`src/rac_pkg.sv`:
```
// ----------------------------------------------------------------------------
// rac_pkg: shared types and constants of the region access checker
// Status codes, opcodes, access kinds, and the command/status bundles that
// pass between the controller and the datapath.
// ----------------------------------------------------------------------------
package rac_pkg;

	localparam int REGION_COUNT_DEF = 16;

	localparam int ADDR_W = 32;
	localparam int PERM_W = 2;
	localparam int KIND_W = 2;
	localparam int INDEX_W = 4;

	localparam int PERM_READ_BIT = 0;
	localparam int PERM_WRITE_BIT = 1;

	localparam logic OP_CHECK = 1'b0;
	localparam logic OP_WRITE = 1'b1;

	localparam logic [KIND_W-1:0] KIND_READ = 2'd0;
	localparam logic [KIND_W-1:0] KIND_WRITE = 2'd1;

	typedef enum logic [1:0] {
		ST_OK = 2'd0,
		ST_ZERO_LENGTH = 2'd1,
		ST_NOT_RUNNING = 2'd2,
		ST_GUEST_FAULT = 2'd3
	} rac_status_t;

	// controller -> datapath
	typedef struct packed {
		logic load;   // capture a check item, restart the table walk
		logic wr_en;  // load one table entry from the input beat
		logic rd_en;  // issue the next table read of the walk
	} rac_cmd_t;

	// datapath -> controller
	typedef struct packed {
		logic running;   // runtime_running register
		logic len_zero;  // length on the input beat is zero
		logic hit;       // probed entry is used and wholly contains the range
		logic miss_end;  // last entry probed without a hit
		logic perm_ok;   // probed entry grants the needed permission
	} rac_sts_t;

endpackage

```
`src/rac_ram.sv`:
```
// ----------------------------------------------------------------------------
// rac_ram: generic simple dual-port RAM
// One write port, one read port with registered read data.
// ----------------------------------------------------------------------------
module rac_ram #(
	parameter int WIDTH = 8,
	parameter int DEPTH = 16,
	localparam int AW = (DEPTH > 1) ? $clog2(DEPTH) : 1
) (
	input  logic             clk,
	input  logic             we,
	input  logic [AW-1:0]    waddr,
	input  logic [WIDTH-1:0] wdata,
	input  logic             re,
	input  logic [AW-1:0]    raddr,
	output logic [WIDTH-1:0] rdata
);

	logic [WIDTH-1:0] mem_q [DEPTH];

	always_ff @(posedge clk) begin
		if (we) begin
			mem_q[waddr] <= wdata;
		end
		if (re) begin
			rdata <= mem_q[raddr];
		end
	end

endmodule

```
`src/rac_datapath.sv`:
```
// ----------------------------------------------------------------------------
// rac_datapath: region table and range compare
// Holds the region table, the running flag and the captured check item, and
// compares one table entry per cycle against the access range.
// ----------------------------------------------------------------------------
module rac_datapath import rac_pkg::*; #(
	parameter int REGION_COUNT = REGION_COUNT_DEF
) (
	input  logic              clk,
	input  logic              arst_n,
	input  logic              cfg_wr_en,
	input  logic              cfg_wr_data,
	input  logic [INDEX_W-1:0] region_index,
	input  logic [ADDR_W-1:0] region_base,
	input  logic [ADDR_W-1:0] region_size,
	input  logic              region_used,
	input  logic [PERM_W-1:0] region_perms,
	input  logic [ADDR_W-1:0] address,
	input  logic [ADDR_W-1:0] length,
	input  logic [KIND_W-1:0] access_kind,
	input  rac_cmd_t          cmd,
	output rac_sts_t          sts
);

	localparam int IW = (REGION_COUNT > 1) ? $clog2(REGION_COUNT) : 1;
	localparam int CW = $clog2(REGION_COUNT + 1);
	localparam int XW = ((IW > INDEX_W) ? IW : INDEX_W) + 1;
	localparam int WW = 2 * ADDR_W + PERM_W;

	logic              running_q;
	logic [ADDR_W-1:0] lo_q;
	logic [ADDR_W:0]   hi_q;
	logic [KIND_W-1:0] kind_q;
	logic [CW-1:0]     cnt_q;
	logic              probe_s1;
	logic              last_s1;
	logic              vld_s1;
	logic [REGION_COUNT-1:0] valid_q;

	logic [XW-1:0]     idx_ext;
	logic              idx_in_range;
	logic [IW-1:0]     widx;
	logic              wr_go;
	logic              rd_go;
	logic [WW-1:0]     wr_word;
	logic [WW-1:0]     rd_word;
	logic [ADDR_W-1:0] ent_base;
	logic [ADDR_W-1:0] ent_size;
	logic [PERM_W-1:0] ent_rights;
	logic [ADDR_W:0]   ent_end;
	logic              contain;

	assign idx_ext = XW'(region_index);
	assign idx_in_range = idx_ext < XW'(REGION_COUNT);
	assign widx = idx_ext[IW-1:0];
	assign wr_go = cmd.wr_en && idx_in_range;
	assign rd_go = cmd.rd_en && (cnt_q != CW'(REGION_COUNT));
	assign wr_word = {region_perms, region_size, region_base};

	rac_ram #(
		.WIDTH(WW),
		.DEPTH(REGION_COUNT)
	) u_table (
		.clk  (clk),
		.we   (wr_go),
		.waddr(widx),
		.wdata(wr_word),
		.re   (rd_go),
		.raddr(cnt_q[IW-1:0]),
		.rdata(rd_word)
	);

	assign ent_base = rd_word[ADDR_W-1:0];
	assign ent_size = rd_word[2*ADDR_W-1:ADDR_W];
	assign ent_rights = rd_word[WW-1:2*ADDR_W];

	// ends at 33 bits so a region near the top of memory never wraps
	assign ent_end = {1'b0, ent_base} + {1'b0, ent_size};
	assign contain = vld_s1 && (lo_q >= ent_base) && (hi_q <= ent_end);

	always_comb begin
		sts = '0;
		sts.running = running_q;
		sts.len_zero = (length == '0);
		sts.hit = probe_s1 && contain;
		sts.miss_end = probe_s1 && last_s1 && !contain;
		case (kind_q)
			KIND_READ:  sts.perm_ok = ent_rights[PERM_READ_BIT];
			KIND_WRITE: sts.perm_ok = ent_rights[PERM_WRITE_BIT];
			default:    sts.perm_ok = 1'b1;
		endcase
	end

	always_ff @(posedge clk or negedge arst_n) begin
		if (!arst_n) begin
			running_q <= 1'b0;
			valid_q <= '0;
			cnt_q <= '0;
			probe_s1 <= 1'b0;
		end else begin
			if (cfg_wr_en) begin
				running_q <= cfg_wr_data;
			end
			if (wr_go) begin
				valid_q[widx] <= region_used;
			end
			probe_s1 <= rd_go;
			if (cmd.load) begin
				cnt_q <= '0;
			end else if (rd_go) begin
				cnt_q <= cnt_q + CW'(1);
			end
		end
	end

	always_ff @(posedge clk) begin
		if (cmd.load) begin
			lo_q <= address;
			hi_q <= {1'b0, address} + {1'b0, length};
			kind_q <= access_kind;
		end
		last_s1 <= (cnt_q == CW'(REGION_COUNT - 1));
		vld_s1 <= valid_q[cnt_q[IW-1:0]];
	end

endmodule

```
`src/rac_controller.sv`:
```
// ----------------------------------------------------------------------------
// rac_controller: item sequencer
// Decodes each input beat, runs the table walk and owns the result register.
// ----------------------------------------------------------------------------
module rac_controller import rac_pkg::*; (
	input  logic     clk,
	input  logic     arst_n,
	input  logic     in_valid,
	input  logic     opcode,
	input  logic     out_stall,
	input  rac_sts_t sts,
	output rac_cmd_t cmd,
	output logic     in_stall,
	output logic     out_valid,
	output logic [1:0] status
);

	typedef enum logic [1:0] {
		S_IDLE,
		S_WALK,
		S_HOLD
	} state_t;

	state_t      state_q;
	logic        out_valid_q;
	rac_status_t status_q;
	rac_status_t pend_q;

	logic        done;
	rac_status_t code;
	logic        out_free;
	logic        emit;

	assign out_free = !out_valid_q || !out_stall;
	assign emit = out_free && (done || (state_q == S_HOLD));
	assign in_stall = (state_q != S_IDLE);
	assign out_valid = out_valid_q;
	assign status = status_q;

	always_comb begin
		cmd = '0;
		done = 1'b0;
		code = ST_OK;
		case (state_q)
			S_IDLE: begin
				if (in_valid) begin
					if (opcode == OP_WRITE) begin
						cmd.wr_en = 1'b1;
						done = 1'b1;
						code = ST_OK;
					end else if (!sts.running) begin
						done = 1'b1;
						code = ST_NOT_RUNNING;
					end else if (sts.len_zero) begin
						done = 1'b1;
						code = ST_ZERO_LENGTH;
					end else begin
						cmd.load = 1'b1;
					end
				end
			end
			S_WALK: begin
				cmd.rd_en = 1'b1;
				if (sts.hit) begin
					done = 1'b1;
					code = sts.perm_ok ? ST_OK : ST_GUEST_FAULT;
				end else if (sts.miss_end) begin
					done = 1'b1;
					code = ST_GUEST_FAULT;
				end
			end
			default: ;
		endcase
	end

	always_ff @(posedge clk or negedge arst_n) begin
		if (!arst_n) begin
			state_q <= S_IDLE;
			out_valid_q <= 1'b0;
			status_q <= ST_OK;
			pend_q <= ST_OK;
		end else begin
			if (out_valid_q && !out_stall && !emit) begin
				out_valid_q <= 1'b0;
			end
			case (state_q)
				S_IDLE, S_WALK: begin
					if (cmd.load) begin
						state_q <= S_WALK;
					end else if (done) begin
						if (out_free) begin
							out_valid_q <= 1'b1;
							status_q <= code;
							state_q <= S_IDLE;
						end else begin
							pend_q <= code;
							state_q <= S_HOLD;
						end
					end
				end
				S_HOLD: begin
					if (out_free) begin
						out_valid_q <= 1'b1;
						status_q <= pend_q;
						state_q <= S_IDLE;
					end
				end
				default: state_q <= S_IDLE;
			endcase
		end
	end

endmodule

```
`src/region_access_checker_unit.sv`:
```
// ----------------------------------------------------------------------------
// region_access_checker_unit: memory region permission checker
// Result: a region write, a check while not running, and a zero-length check
//   settle their status at acceptance; a region check walks the table from entry
//   0 up and settles at the first containing used entry, or with a guest fault
//   when none contains it. The status is then registered for the result beat.
// Flow: a region check holds off the next beat until its table walk ends; the
//   walk reads one entry per cycle from the single table read port. Other beats
//   settle without a walk. A finished result waits in the output register
//   while the next beat is taken; if that register is still full when the next
//   result is ready, the input stalls until the output beat is taken.
// Reset: arst_n clears the running flag, all region used flags and the
//   control state; table contents are unknown until written. No clearing pass.
// ----------------------------------------------------------------------------
module region_access_checker_unit import rac_pkg::*; #(
	parameter int REGION_COUNT = REGION_COUNT_DEF
) (
	input  logic              clk,
	input  logic              arst_n,
	// configuration: runtime_running
	input  logic              cfg_wr_en,
	input  logic              cfg_wr_data,
	// input channel
	input  logic              in_valid,
	output logic              in_stall,
	input  logic              opcode,
	input  logic [INDEX_W-1:0] region_index,
	input  logic [ADDR_W-1:0] region_base,
	input  logic [ADDR_W-1:0] region_size,
	input  logic              region_used,
	input  logic [PERM_W-1:0] region_perms,
	input  logic [ADDR_W-1:0] address,
	input  logic [ADDR_W-1:0] length,
	input  logic [KIND_W-1:0] access_kind,
	// output channel
	output logic              out_valid,
	input  logic              out_stall,
	output logic [1:0]        status
);

	// Command and status bundles between the sequencer and the table datapath.
	rac_cmd_t cmd;
	rac_sts_t sts;

	// Sequencer: decode the beat, settle the early statuses (not running,
	// zero length, region write), run the walk, hold the result beat.
	rac_controller u_ctrl (
		.clk      (clk),
		.arst_n   (arst_n),
		.in_valid (in_valid),
		.opcode   (opcode),
		.out_stall(out_stall),
		.sts      (sts),
		.cmd      (cmd),
		.in_stall (in_stall),
		.out_valid(out_valid),
		.status   (status)
	);

	// Datapath: region table in RAM plus used flags in flops; the walk
	// probes entries in index order, so the first containing used entry
	// decides and its permission bits settle the status.
	rac_datapath #(
		.REGION_COUNT(REGION_COUNT)
	) u_dp (
		.clk         (clk),
		.arst_n      (arst_n),
		.cfg_wr_en   (cfg_wr_en),
		.cfg_wr_data (cfg_wr_data),
		.region_index(region_index),
		.region_base (region_base),
		.region_size (region_size),
		.region_used (region_used),
		.region_perms(region_perms),
		.address     (address),
		.length      (length),
		.access_kind (access_kind),
		.cmd         (cmd),
		.sts         (sts)
	);

	// A table write never overlaps a walk read.
	a_no_wr_during_walk: assert property (@(posedge clk) disable iff (!arst_n)
		!(cmd.wr_en && cmd.rd_en))
		else $error("table write during walk");

	// The walk only starts on an accepted beat.
	a_load_on_accept: assert property (@(posedge clk) disable iff (!arst_n)
		cmd.load |-> (in_valid && !in_stall && opcode == OP_CHECK))
		else $error("walk started without an accepted check beat");

	// A check that needs the table holds off the next beat.
	a_walk_blocks_input: assert property (@(posedge clk) disable iff (!arst_n)
		(in_valid && !in_stall && opcode == OP_CHECK && sts.running && !sts.len_zero)
		|=> in_stall)
		else $error("input taken during table walk");

	// A check while not running reports at once when the output is free.
	a_not_running_fast: assert property (@(posedge clk) disable iff (!arst_n)
		(in_valid && !in_stall && opcode == OP_CHECK && !sts.running &&
		 (!out_valid || !out_stall))
		|=> (out_valid && status == ST_NOT_RUNNING))
		else $error("not-running status missing");

endmodule
```
`config.mk`:
```
export PLATFORM = sky130hd
export DESIGN_NAME = region_access_checker_unit
export DESIGN_NICKNAME = d
export VERILOG_FILES = /design/src/rac_pkg.sv /design/src/rac_ram.sv /design/src/rac_datapath.sv /design/src/rac_controller.sv /design/src/region_access_checker_unit.sv
export SDC_FILE = /design/constraint.sdc
export NUM_CORES = 1
export LEC_CHECK = 0
export BUFFER_PORTS_ARGS = -buffer_cell sky130_fd_sc_hd__buf_2
export CAP_MARGIN = 15
export CORE_ASPECT_RATIO = 1.25
export CORE_MARGIN = 5
export CORE_UTILIZATION = 35
export CTS_CLUSTER_DIAMETER = 100
export DETAILED_ROUTE_END_ITERATION = 6
export SYNTH_ARGS = -nofsm -noshare
export SYNTH_HDL_FRONTEND = slang
export SYNTH_SLANG_ARGS = --single-unit
```
`constraint.sdc`:
```
create_clock -name clk -period 10.4 [get_ports clk]
set_input_delay 2.08 -clock clk [delete_from_list [all_inputs] [get_ports clk]]
set_output_delay 2.08 -clock clk [all_outputs]
set_load 0.05 [all_outputs]
```
==> results of run 1 <==
==> layout make-up <==
cell class | count | area share
tap | 1872 | 0.0412
multi-input combinational | 1008 | 0.227
sequential | 1221 | 0.642
timing repair buffer | 191 | 0.0192
clock inverter | 79 | 0.0155
inverter | 61 | 0.00403
clock buffer | 124 | 0.0501
antenna | 16 | 0.000704
==> where the power goes <==
group          leakage [µW]  internal [µW]  switching (µW)
sequential           0.0111           5770             244
clock               0.00181           2400            1780
combinational       0.00562           2170            2530
==> layout by cell type (no fill, tap or decap), types with 33 or more instances in the layout <==
cell       synthesis  layout
a21o_1            51      51
a21oi_1           73      73
buf_2              8     147
buf_4              0      42
clkbuf_16          0     112
edfxtp_1        1189    1189
ha_1             132     132
inv_1             61      61
mux4_2           335     335
nor2_1            65      52
xnor2_1           33      33
==> flip-flops by register name, summed over array words and instances, names as in the netlist, 5 cells and up <==
register,cells
u_dp.u_table.mem_q,1056
u_dp.u_table.rdata,66
u_dp.hi_q,33
u_dp.lo_q,32
u_dp.valid_q,16
u_dp.cnt_q,5
==> final timing paths <==
path,from,endpoint,slack (ns),depth (start not counted)
worst max-delay path,u_dp.u_table.rdata[0],u_ctrl.status[0],4.86,22
worst min-delay path,u_dp.valid_q[2],u_dp.valid_q[2],0.50,1
worst max register to register,u_dp.u_table.rdata[0],u_ctrl.status[0],4.86,22
worst min register to register,u_dp.valid_q[2],u_dp.valid_q[2],0.50,1
max in group asynchronous,arst_n,u_dp.cnt_q[0],8.42,1
min in group asynchronous,arst_n,u_dp.valid_q[4],1.44,1
==> layer usage <==
metal	wire length, µm	share of wire
met5	67	0.00056
met4	2630	0.022
met3	6810	0.057
met2	63900	0.53
met1	46500	0.39
==> cells by family after synthesis <==
family                     synth area share
buffers and inverters                0.0111
xor gates and xnor gates            0.00984
adders and majority gates            0.0339
and+or+nand+nor                      0.0240
AOI/OAI and AO/OA                    0.0331
muxes                                 0.156
DFF                                   0.732
==> per-stage QoR <==
step | area [µm²] | utilization | power, µW
global placement | 53100 | 0.376 | 10800
detailed placement | 53100 | 0.376 | 10900
global route | 56800 | 0.402 | 15600
CTS | 56800 | 0.402 | 15100
floorplan | 49800 | - | 9430
finish | 56900 | 0.403 | 14900
==> synth_stat cells, types with 19 or more instances <==
| master | number |
|---|---|
| a21o_1 | 51 |
| a21oi_1 | 73 |
| buf_1 | 23 |
| clkbuf_1 | 48 |
| dfrtp_1 | 30 |
| edfxtp_1 | 1189 |
| ha_1 | 132 |
| inv_1 | 61 |
| mux2_2 | 19 |
| mux4_2 | 335 |
| nand2_1 | 32 |
| nand4_1 | 25 |
| nor2_1 | 65 |
| o21ai_0 | 26 |
| xnor2_1 | 33 |
| xor2_1 | 23 |
==> flow_summary.toml, run 1 <==
[grt]
grt_max_degree = 127
grt_remaining_overflow = 0
grt_pass1_wl_um = 175000
antenna_found_initial = 41
use_met2 = 0.288
track_usage = 0.159
grt_pass1_vias = 25400
grt.met3_usage = 0.0279
grt_busiest_layer = "met2"
use_met1 = 0.195

[cells_and_area]
drive_gt1_frac = 0.287
area_growth_pct = 14.1
multiInputGateArea_um2 = 12900
regArea_um2 = 36500
finalNonFillerCells = 4572
fin_nets = 2871
n_fill_cell = 12300

[yosys]
synth_area_um2 = 49800
synth_largest_area_cell = "edfxtp_1"
ys_seq_area_frac = 0.732
ys_ff_latch = 1221
synth-async-reset-ratio = 0.0246
yosysWarningCount = 0
synthFlopType = "edfxtp_1"
syn_area_per_cell_um2 = 21.0
synth_cells = 2371
syn_nets = 2649
ys_types = 76
ys_top_cells_by_area = "edfxtp_1 72%, mux4_2 15%, ha_1 3.3%"
synth.top_cell.area_share = 0.716
synth_edf_count = 1189

[placement]
hpwl_um = 71200
gp_congestion = 0.807
port_buffers = 147
dp.cells = 4353
place_ws_ns = 4.94

[setup_path]
start_kind = "register"
cp_slowest_stage_delay_ns = 0.48
worstPathRequired_ns = 10.96
critical_path_class = "reg -> reg"
cp-end-kind = "register"
slowest_stage = "nor3_1"
crit_chain = "ha_1, inv_1, fa_1, nor2b_4, o2111a_1, o2111ai_2, a41oi_2, a221oi_2, a21oi_2, a31oi_4, nor4bb_1, nor4b_2, ha_1, nand4_1, nor3_1, inv_1, or3_1, o21ai_0, o21ai_1, nor3_1, o31ai_2, mux2_2"
crit_buf_inv = 2
worst-path-max-fanout = 5
path_delay_family = "simple AND/OR/NAND/NOR gates"
cp.arrival_ns = 6.10

[timing]
whs_ns = 0.503
max_slew.worst_pin.slew_ns = 1.06
fin_crit_ns = 5.54
fin_setup_tns_ns = 0
slew_headroom = 0.296
timing.final.ws_setup_ns = 4.86
slew_violations = 0
skew_ns = 0.0344
fmax_mhz = 181
setup_viol = 0
rsz0062_at_grt = "no"
hold_viol = 0
min_period_over_period = 0.533

[flow_run]
maxCapViolations = 0

[floorplan]
pin_count = 148
initial_utilization = 0.353
chipWidth_um = 348
core_area_um2 = 141000
dieArea_um2 = 150000
fp.dieH_um = 432
fp-row-count = 154

[power_and_ir_drop]
vdd_drop_max_mv = 0.198
p_leak_uw = 0.0186
powerDensity_nw_per_um2 = 262

[drt]
drc = 0
first_pass_iters = 5
viasPerCell = 5.29
detail-route-antenna-nets = 0
vias = 24200
routed_wirelength_um = 120000
wl_per_cell_um = 26.2
drt-initial-drc-count = 1809

[clock_tree]
ctsHoldBuffers = 0
cts_root_buffer = "clkbuf_16"
cts_tree = "done"
cts_setup_buffers = 0
cts.sinks = 1221
cts.repair.resized = 0
clk_path_buf_depth = 3
insertion_delay_ns = 0.71
clk_pin_slew_ns = 0.06
cts_buffers = 110
htreeDepth = 3

[outcome]
status = "finished, final reports clean"

[worst_hold_path]
hold_class = "reg -> reg"
No activity file was read; power rests on OpenSTA's default activity.
==> run 2: changes to the inputs <==
- clock period: 10.4 -> 4.9 ns (I/O delays scaled with it)
==> flow_summary.toml, run 2 (synthesis gave the netlist of run 1 again) <==
[timing]
slew_violations = 0
skew_ns = 0.0596
fin_setup_tns_ns = 0
setup_viol = 0
min_period_over_period = 0.999
rsz0062_at_grt = "yes"
hold_viol = 0
max_slew.worst_pin.slew_ns = 1.05
fmax_mhz = 204
slew_headroom = 0.299
fin_crit_ns = 4.90

[cells_and_area]
largest_register = "u_dp.u_table.mem_q"
mostFrequentLayoutCells = "1,189 x edfxtp_1, 335 x mux4_2, 147 x buf_2, 131 x ha_1, 114 x clkbuf_16"
fin_nets = 2912
final_common_cell = "edfxtp_1"
largestRegisters = "u_dp.u_table.mem_q: 1056 flops, u_dp.u_table.rdata: 66 flops, u_dp.hi_q: 33 flops"
drive_gt1_frac = 0.299
largest_reg_flops = 1056
area_growth_pct = 15.5
finalNonFillerCells = 4617

[outcome]
status = "finished, final reports clean"

[clock_tree]
insertion_delay_ns = 0.75
cts_buffers = 113
clk_pin_slew_ns = 0.06
htreeDepth = 3
cts_tree = "done"
clk_path_buf_depth = 3
cts_root_buffer = "clkbuf_16"
cts.sinks = 1221

[setup_path]
worst-path-max-fanout = 4
worstPathRequired_ns = 5.49
cp.arrival_ns = 5.49
timing.rr.end = "u_ctrl.pend_q[1]"
critical_path_class = "reg -> reg"
r2r_start = "u_dp.u_table.rdata[0]"
reg2reg_slack_ns = 0.004
r2r_cells = 22
cp-end-kind = "register"
start_kind = "register"

[power_and_ir_drop]
p_leak_uw = 0.0189
powerDensity_nw_per_um2 = 559
vdd_drop_max_mv = 0.316

[placement]
hpwl_um = 73100
dp.cells = 4391
port_buffers = 147
gp_congestion = 0.801

[floorplan]
fp-row-count = 154
initial_utilization = 0.353
pin_count = 148
fp.dieH_um = 432
dieArea_um2 = 150000
core_area_um2 = 141000
chipWidth_um = 348

[drt]
routed_wirelength_um = 123000
drt-initial-drc-count = 1900
drc = 0
vias = 24400
detail-route-antenna-nets = 0
first_pass_iters = 5
wl_per_cell_um = 26.7
viasPerCell = 5.29

[worst_hold_path]
hold_class = "in -> async"

[grt]
grt_pass1_vias = 25900
grt_max_degree = 74
grt_pass1_wl_um = 179000
track_usage = 0.162
grt_remaining_overflow = 0
antenna_found_initial = 36

[flow_run]
maxCapViolations = 0
-- run 2: cell types whose count changed in the layout (fill, tap and decap cells not counted), moves of 4 or more --
cell,delta
buf_12,+23
nor3_4,+4
clkbuf_1,+12
bufinv_16,-4
buf_4,+14
clkinvlp_4,-6
-- run 2: critical path, stage by stage (launching register included) --
cell and delay [ns]:
edfxtp_1 0.41, ha_2 0.22, inv_2 0.05, fa_2 0.22
nor2b_4 0.05, o2111a_1 0.26, o2111ai_2 0.22, a41oi_2 0.21
a221oi_2 0.36, a21oi_2 0.13, a31oi_4 0.23, nor4b_4 0.25
nor4b_2 0.08, ha_1 0.31, nand4_1 0.13, nor3_1 0.16
inv_1 0.10, or3_4 0.40, o21ai_4 0.08, o21ai_4 0.10
o41a_1 0.49, nor4_2 0.23, a21oi_1 0.07
-- run 2: report_power, final --
group          switching [µW]  total, µW  leakage (µW)  internal, µW
clock                    3850       8870       0.00183          5020
sequential                564      12800        0.0111         12200
combinational            5480      10500       0.00592          4990
total                    9890      32200        0.0189         22300
-- run 2: how the worst max path moves through the flow --
stage / start / end / slack [ns]
2_1_floorplan: in_valid / u_dp.valid_q[8] / -0.16
3_3_place_gp: u_dp.u_table.rdata[0] / u_ctrl.status[0] / -0.04
3_5_place_dp: u_dp.u_table.rdata[0] / u_ctrl.pend_q[1] / -0.12
4_1_cts: u_dp.u_table.rdata[0] / u_ctrl.pend_q[1] / 0.01
5_1_grt: u_dp.u_table.rdata[0] / u_ctrl.pend_q[1] / -0.24
6_report: u_dp.u_table.rdata[0] / u_ctrl.pend_q[1] / 0.004
-- run 2: area by class of cell --
class,count,area [µm²]
flip-flops and latches,1221,36500
clock inverters,69,771
repair buffers,229,1670
well taps,1872,2340
clock buffers,141,2980
fillers,12200,83700
multi-input cells,1008,13000
inverters,61,229
diodes,16,40.0
-- run 2: metal layers --
metal,share of wire,GRT usage
met5,0.00037,0
met1,0.40,0.203
met3,0.058,0.0326
met4,0.030,0.0509
met2,0.51,0.285
-- run 2: per-stage QoR --
stage	total power (µW)	hold slack, ns	area (µm²)	utilization	worst slack (ns)
2_1_floorplan	20000	0.475	49900	-	-0.158
3_3_place_gp	23300	0.484	53700	0.380	-0.0404
3_5_place_dp	23600	0.490	53700	0.380	-0.120
4_1_cts	32500	0.279	57500	0.407	0.0122
5_1_grt	33800	0.328	57500	0.407	-0.242
6_report	32200	0.320	57600	0.408	0.00414
-- run 2: timing repair --
item | in CTS | in global routing
endpoints found under the setup margin | 5 | 5
hold buffers | 0 | 0
setup buffers | 0 | 0
endpoints found under the hold margin | 0 | 0
gates resized for setup | 6 | 14
pin swaps | 2 | 1
==> run 3: changes to the inputs <==
- ABC_AREA: default -> 1
==> flow_summary.toml, run 3 <==
[outcome]
status = "finished, final reports clean"

[drt]
detail-route-antenna-nets = 0
vias = 32900
drt-initial-drc-count = 2903
drc = 0
wl_per_cell_um = 22.2
viasPerCell = 5.27
first_pass_iters = 5
routed_wirelength_um = 138000

[setup_path]
timing.rr.end = "u_ctrl.pend_q[1]"
cpMostUsedCell = "nand2_2"
r2r_cells = 28
r2r_start = "u_dp.u_table.rdata[0]"
reg2reg_slack_ns = 0.94
cp-end-kind = "register"
start_kind = "register"
critical_path_class = "reg -> reg"
cp.arrival_ns = 4.59
slowest_stage = "fa_1"
worstPathRequired_ns = 5.53
worst-path-max-fanout = 4
cp_slowest_stage_delay_ns = 0.42

[timing]
max_slew.worst_pin.slew_ns = 1.12
whs_ns = 0.297
fin_crit_ns = 3.96
setup_viol = 0
hold_viol = 0
fmax_mhz = 253
min_period_over_period = 0.807
skew_ns = 0.0534
slew_violations = 0
slew_headroom = 0.252
fin_setup_tns_ns = 0
rsz0062_at_grt = "no"

[grt]
grt_pass1_wl_um = 203000
grt_max_degree = 170
grt_pass1_vias = 31700
grt_remaining_overflow = 0
antenna_found_initial = 41
track_usage = 0.175

[cells_and_area]
fin_area_um2 = 58100
regArea_um2 = 36500
largest_reg_flops = 1056
area_growth_pct = 13.7
n_fill_cell = 13600
multiInputGateArea_um2 = 13300
largestRegisters = "u_dp.u_table.mem_q: 1056 flops, u_dp.u_table.rdata: 66 flops, u_dp.hi_q: 33 flops"
drive_gt1_frac = 0.104
largest_register = "u_dp.u_table.mem_q"
mostFrequentLayoutCells = "1,189 x edfxtp_1, 635 x nor2_1, 579 x o21ai_0, 487 x nand2_1, 264 x o22ai_1"
final_common_cell = "edfxtp_1"
fin_nets = 4511

[clock_tree]
ctsHoldBuffers = 0
cts.sinks = 1221
cts_buffers = 112
insertion_delay_ns = 0.74
cts_setup_buffers = 0
htreeDepth = 3
cts_tree = "done"
cts_root_buffer = "clkbuf_16"
cts.repair.resized = 0
clk_path_buf_depth = 3
clk_pin_slew_ns = 0.07

[yosys]
synth.top_cell.area_share = 0.699
synth_commonest_cells = "1,189 x edfxtp_1, 655 x nor2_1, 579 x o21ai_0"
yosysWarningCount = 0
synth_largest_area_cell = "edfxtp_1"
ys_seq_area_frac = 0.714
synthFlopType = "edfxtp_1"
ys_ff_latch = 1221
ys_types = 57
syn_area_per_cell_um2 = 12.4
ys_top_cells_by_area = "edfxtp_1 70%, o21ai_0 5.7%, nor2_1 4.8%"
synth_area_um2 = 51100
synth_most_common_cell = "edfxtp_1"
syn_nets = 4387
synth_edf_count = 1189
synth-async-reset-ratio = 0.0246
synth_cells = 4109

[placement]
gp_congestion = 0.851
hpwl_um = 80400
postPlaceCellArea_um2 = 54500
port_buffers = 147

[worst_hold_path]
hold_class = "in -> async"

[floorplan]
fp-row-count = 156
chipWidth_um = 352
core_area_um2 = 145000
initial_utilization = 0.353
dieArea_um2 = 154000
pin_count = 148
fp.dieH_um = 437

[power_and_ir_drop]
vdd_drop_max_mv = 0.391
powerDensity_nw_per_um2 = 548
p_leak_uw = 0.0197

[flow_run]
maxCapViolations = 0
-- run 3: worst max path at each step --
stage,slack (ns),cells past startpoint,to,from
after detailed placement,0.91,28,u_ctrl.pend_q[1],u_dp.u_table.rdata[0]
after CTS,0.92,28,u_ctrl.pend_q[1],u_dp.u_table.rdata[0]
after global routing,0.53,23,u_ctrl.pend_q[0],u_dp.u_table.rdata[7]
after global placement,0.95,29,u_ctrl.pend_q[1],u_dp.u_table.rdata[0]
after floorplan,0.19,4,u_dp.u_table.mem_q[11][0],opcode
final,0.94,28,u_ctrl.pend_q[1],u_dp.u_table.rdata[0]
-- run 3: logic make-up (layout without fill, tap and decap cells) --
kind of cell               count (synthesis)  count (layout)  synth area share
AOI/OAI and AO/OA                       1027            1027             0.112
xor gates and xnor gates                  59              59            0.0103
adders and majority gates                134             134            0.0331
buffers and inverters                    370             587            0.0276
DFF                                     1221            1221             0.714
other                                      0              12                 0
and+or+nand+nor                         1298            1298             0.103
-- run 3: area by class of cell --
class	count	share of cell area
inverter	162	0.0107
antenna	12	0.000517
timing repair buffer	218	0.0296
clock inverter	74	0.0106
tap	1896	0.0408
multi-input combinational	2518	0.229
clock buffer	133	0.0500
sequential	1221	0.628
-- run 3: power by group --
group          switching, µW  total [µW]  leakage, µW  internal, µW
combinational           7710       11000      0.00688          3250
sequential               291       12500       0.0111         12200
clock                   3870        8440      0.00170          4570
total                  11900       31900       0.0197         20000
-- run 3: routing by layer --
layer,share of wire,global-route usage,vias up
li1,-,-,15300
met1,0.41,0.225,16400
met2,0.49,0.300,1006
met3,0.065,0.0325,232
met4,0.030,0.0571,18
met5,0.00085,0,-
-- run 3: stage by stage --
step | power (µW) | setup slack, ns | cells | utilization
global placement | 23600 | 0.949 | 6015 | 0.377
finish | 31900 | 0.944 | 6234 | 0.401
detailed placement | 23700 | 0.909 | 6015 | 0.377
CTS | 32100 | 0.923 | 6222 | 0.401
global route | 33700 | 0.533 | 6225 | 0.401
floorplan | 19600 | 0.186 | 4109 | -
-- run 3: worst max-delay path, delay by kind of cell, from the launching register on --
family	cells	cell delay [ns]
buffers and inverters	1	0.05
and+or+nand+nor	21	2.06
adders and majority gates	3	0.91
xor gates and xnor gates	1	0.06
DFF	1	0.37
AOI/OAI and AO/OA	2	0.41
